[config.mk]
export PLATFORM = sky130hd
export DESIGN_NAME = skt_cell
export DESIGN_NICKNAME = d
export VERILOG_FILES = /design/src/rtl/skt_pkg.sv /design/src/rtl/skt_cell.sv
export SDC_FILE = /design/constraint.sdc
export NUM_CORES = 1
export LEC_CHECK = 0
export BUFFER_PORTS_ARGS = -buffer_cell sky130_fd_sc_hd__buf_2
export CAP_MARGIN = 20
export CORE_MARGIN = 2
export CORE_UTILIZATION = 41
export DETAILED_ROUTE_END_ITERATION = 7
export PLACE_DENSITY = 0.8
export SYNTH_ARGS = -nofsm -noshare
export SYNTH_HDL_FRONTEND = slang
export SYNTH_SLANG_ARGS = --single-unit
[constraint.sdc]
create_clock -name clock -period 2.2 [get_ports clock]
set_clock_uncertainty 0.1 [all_clocks]
set_input_delay 0.22 -clock clock [delete_from_list [all_inputs] [get_ports clock]]
set_output_delay 0.22 -clock clock [all_outputs]
set_load 0.03 [all_outputs]
[src/rtl/skt_pkg.sv]
// Shared types, sizes and codes for the sorted key table.
// Used by every module of the block; it depends on nothing else.
`timescale 1ns / 1ps

package skt_pkg;

   localparam int CAPACITY       = 256;
   localparam int KEY_BITS       = 32;
   localparam int OPCODE_BITS    = 2;
   localparam int REQ_KEY_BITS   = 32;
   localparam int POS_BITS       = 8;
   localparam int COUNT_OUT_BITS = 9;

   localparam int CNT_BITS  = $clog2(CAPACITY + 1);
   localparam int IDX_BITS  = $clog2(CAPACITY);

   // The position encoder works on groups of sixteen cells.
   localparam int GROUP     = 16;
   localparam int LOC_BITS  = 4;
   localparam int NGROUPS   = (CAPACITY + GROUP - 1) / GROUP;
   localparam int GRP_BITS  = (NGROUPS > 1) ? $clog2(NGROUPS) : 1;
   localparam int TREE_BITS = GRP_BITS + LOC_BITS;
   localparam int PAD       = NGROUPS * GROUP;

   localparam logic [OPCODE_BITS-1:0] OP_LOOKUP = 2'd0;
   localparam logic [OPCODE_BITS-1:0] OP_INSERT = 2'd1;
   localparam logic [OPCODE_BITS-1:0] OP_DELETE = 2'd2;

   typedef logic [KEY_BITS-1:0] key_type;

   typedef enum logic [2:0] {
      ST_IDLE,
      ST_COMPARE,
      ST_REDUCE,
      ST_SELECT,
      ST_APPLY
   } skt_state_type;

   // Commands broadcast to every cell of the chain.
   typedef struct packed {
      logic compare;
      logic insert;
      logic remove;
   } skt_ctrl_type;

   // Search outcome delivered by the position encoder.
   typedef struct packed {
      logic [IDX_BITS-1:0] index;
      logic                hit;
   } skt_sel_type;

endpackage

[src/rtl/skt_cell.sv]
// One cell of the sorted key chain: holds a key and its comparison flags.
// Depends on skt_pkg.
`timescale 1ns / 1ps

module skt_cell (
   input  logic                  clock,
   input  skt_pkg::skt_ctrl_type ctrl,
   input  skt_pkg::key_type      probe_key,
   input  logic                  occupied,
   input  logic                  left_lt,
   input  skt_pkg::key_type      left_key,
   input  skt_pkg::key_type      right_key,
   output skt_pkg::key_type      key_out,
   output logic                  lt_out,
   output logic                  eq_out
);

   skt_pkg::key_type key_ff, key_in;
   logic             lt_ff, lt_in;
   logic             eq_ff, eq_in;

   always_comb begin
      key_in = key_ff;
      lt_in  = lt_ff;
      eq_in  = eq_ff;
      if (ctrl.compare) begin
         lt_in = occupied && (key_ff < probe_key);
         eq_in = occupied && (key_ff == probe_key);
      end
      // Cells at or above the insertion point move up; the boundary cell takes the new key.
      if (ctrl.insert && !lt_ff) begin
         key_in = left_lt ? probe_key : left_key;
      end
      // Cells from the removed key upwards take their upper neighbour's key.
      if (ctrl.remove && !lt_ff) begin
         key_in = right_key;
      end
   end

   always_ff @(posedge clock) begin
      key_ff <= key_in;
      lt_ff  <= lt_in;
      eq_ff  <= eq_in;
   end

   assign key_out = key_ff;
   assign lt_out  = lt_ff;
   assign eq_out  = eq_ff;

endmodule

==> flow_summary_export.csv <==
group,metric,value,unit
grt,grt_max_degree,35,
yosys,yosysSeqAreaShare,40.1,%
place,gp_congestion,0.733,
setup_path,cp_max_fo,2,
yosys,syn-cell-area,0.00254,sq mm
cts,cts.repair.resized,0,
sta,final-setup-viol-count,0,
die,core-area,0.00596,sq mm
flow_run,max_cap_violations,0,
cts,tritoncts,"built",
cts,numCtsBuffers,5,
grt,overflow,0,
drt,wl_per_cell,13.4,um
drt,drtAntennaViolNets,0,
cts,cts-root-buf,"clkbuf_8",
sta,rsz0062_at_grt,"false",
min_path,hold_class,"input port to register",
pwr,powerDensity,608,mW/mm^2
die,die_width,82.8,um
yosys,synth_top_area_cell,"edfxtp_1",
drt,drc,0,
yosys,yosys.area.top_type_share,40.1,%
cts,clock_path_buffers,2,
cts,hold_buffers,0,
setup_path,worstPathCellList,"ha_1 -> nand4_2 -> nor4_2 -> o21ai_1 -> o211ai_2 -> a211oi_2",
yosys,synth_area_leaders,"edfxtp_1 (40%), ha_1 (16%), mux2i_1 (13%)",
die,die-area,0.00685,sq mm
yosys,yosys_warnings,0,
cts,clock_latency,0.29,ns
setup_path,critPathKind,"register to register",
grt,grt_pass1_vias,2233,
finish,drive_gt1_share,39.5,%
die,rows,28,
cts,clk_pin_slew,0.08,ns
drt,dr.pass1.iters,4,
grt,grt_pass1_wl,9.67,mm
sta,setup_ws,0.234,ns
die,start_util,42.7,%
sta,period_share,89.4,%
die,io_pins,136,
sta,timing.slew.headroom,71.0,%
setup_path,cpMaxStageDelayCell,"edfxtp_1",
outcome,status,"complete, no violations",
setup_path,crit_path_end_kind,"register",
sta,worst_slew_pin_slew,0.436,ns
drt,first_iter_violations,42,
pwr,ir_worst_vdd,0.000338,V
setup_path,critPathLaunch,"key_out[14]$_DFFE_PP_",
pwr,leakagePower,1.76,nW
sta,finalMaxSlewViolations,0,
setup_path,regToRegSetupSlack,0.23,ns
cts,h-tree-depth,2,
finish,num_antenna_cells,0,
yosys,syn_nets,393,
place,dp_slack,0.192,ns
drt,vias,2341,
yosys,syn_area_per_cell,9.82,sq um
sta,worst_hold_slack,0.0515,ns
grt,grt_usage,18.6,%
finish,fillers,553,
cts,cts_num_sinks,34,
yosys,synthCells,259,
setup_path,max_stage_delay,0.39,ns
place,hpwl,5.22,mm
grt,antenna_found_initial,0,
sta,fin_tns_setup,0,ns
setup_path,r2r-start,"key_out[14]$_DFFE_PP_",
setup_path,cp_data_required_time,2.14,ns
sta,post-route-min-period,1.97,ns
sta,hold_viol,0,
drt,routed_via_density,4.98,
min_path,min_from,"ctrl[2]",
yosys,ys_seq_elements,34,
setup_path,cp-start-kind,"register",
die,die_y,82.8,um
setup_path,cp.arrival,1.90,ns
finish,layout.nets,528,
place,io_buffers,135,
sta,max_freq,0.509,GHz
drt,totalWireLength,6.30,mm
cts,cts_setup_buffers,0,
finish,syn_to_final_growth,34.5,%
yosys,yosysUniqueCellTypes,27,
[state kept, by name, indices dropped and copies added (netlist names)]
name,count
key_out,32
eq_out,1
lt_out,1
[cells by family after synthesis]
group / Yosys count / synth area share, %
and+or+nand+nor: 60 / 11.4
adders and majority gates: 32 / 15.7
buffers and inverters: 44 / 7.33
DFF: 34 / 40.1
muxes: 32 / 12.6
AOI/OAI and AO/OA: 57 / 12.8
[synthesized netlist by cell type]
library cell	n
a211oi_1	1
a211oi_2	1
a21o_1	3
a21oi_1	12
a2bb2oi_1	1
buf_2	8
buf_4	3
edfxtp_1	34
ha_1	32
inv_1	33
mux2i_1	32
nand2_1	40
nand2b_1	1
nand3_1	1
nand4_1	4
nand4_2	2
nand4b_1	1
nor2_1	4
nor2b_1	2
nor3_1	1
nor4_1	2
nor4_2	2
o211ai_2	1
o21a_1	2
o21ai_0	1
o21ai_1	34
o221a_2	1
[cell type report]
| cell class | count | area, sq um | area share (%) |
|---|---|---|---|
| multi-input combinational | 181 | 1350 | 39.5 |
| sequential | 34 | 1020 | 29.8 |
| timing repair buffer | 139 | 718 | 21.0 |
| inverter | 33 | 124 | 3.62 |
| tap | 75 | 93.8 | 2.74 |
| clock buffer | 5 | 68.8 | 2.01 |
| clock inverter | 3 | 45.0 | 1.32 |
[per-stage QoR]
step / std cells / area, sq um / utilization (%) / total power, mW
after floorplan: 259 / 2550 / - / 1.28
after global placement: 462 / 3310 / 55.5 / 1.50
after detailed placement: 462 / 3310 / 55.5 / 1.52
after CTS: 470 / 3420 / 57.5 / 2.11
after global routing: 470 / 3420 / 57.5 / 2.20
final: 470 / 3420 / 57.5 / 2.08
[worst paths after layout]
kind,endpoint,cells after the start
hold reg to reg,lt_out$_DFFE_PP_,3
hold / removal,eq_out$_DFFE_PP_,1
setup reg to reg,lt_out$_DFFE_PP_,6
setup / recovery,lt_out$_DFFE_PP_,6
[placed cells by master, fill, tap and decap left out, drive strengths merged, types with 5 or more instances in the layout]
master / netlist / routed
buf: 11 / 139
nand2: 40 / 40
o21ai: 35 / 35
edfxtp: 34 / 34
inv: 33 / 33
mux2i: 32 / 32
ha: 32 / 32
a21oi: 12 / 12
nand4: 6 / 6
clkbuf: 0 / 5
[critical path: cells and delay by family (launching register included)]
family                     cells  cell delay [ns]
and+or+nand+nor                2             0.54
DFF                            1             0.39
AOI/OAI and AO/OA              3             0.36
adders and majority gates      1             0.32
[layer usage]
metal	track usage, %	vias up	routed length (um)
li1	-	1194	-
met1	19.5	1039	2430
met2	35.4	93	3280
met3	5.33	15	457
met4	5.90	0	128
met5	0	-	0
[where the power goes]
part / switching (mW) / total [mW] / internal, mW
clock network: 0.249 / 0.586 / 0.337
registers: 0.0358 / 0.841 / 0.805
logic: 0.393 / 0.653 / 0.260
(Power assumes the default switching activity.)
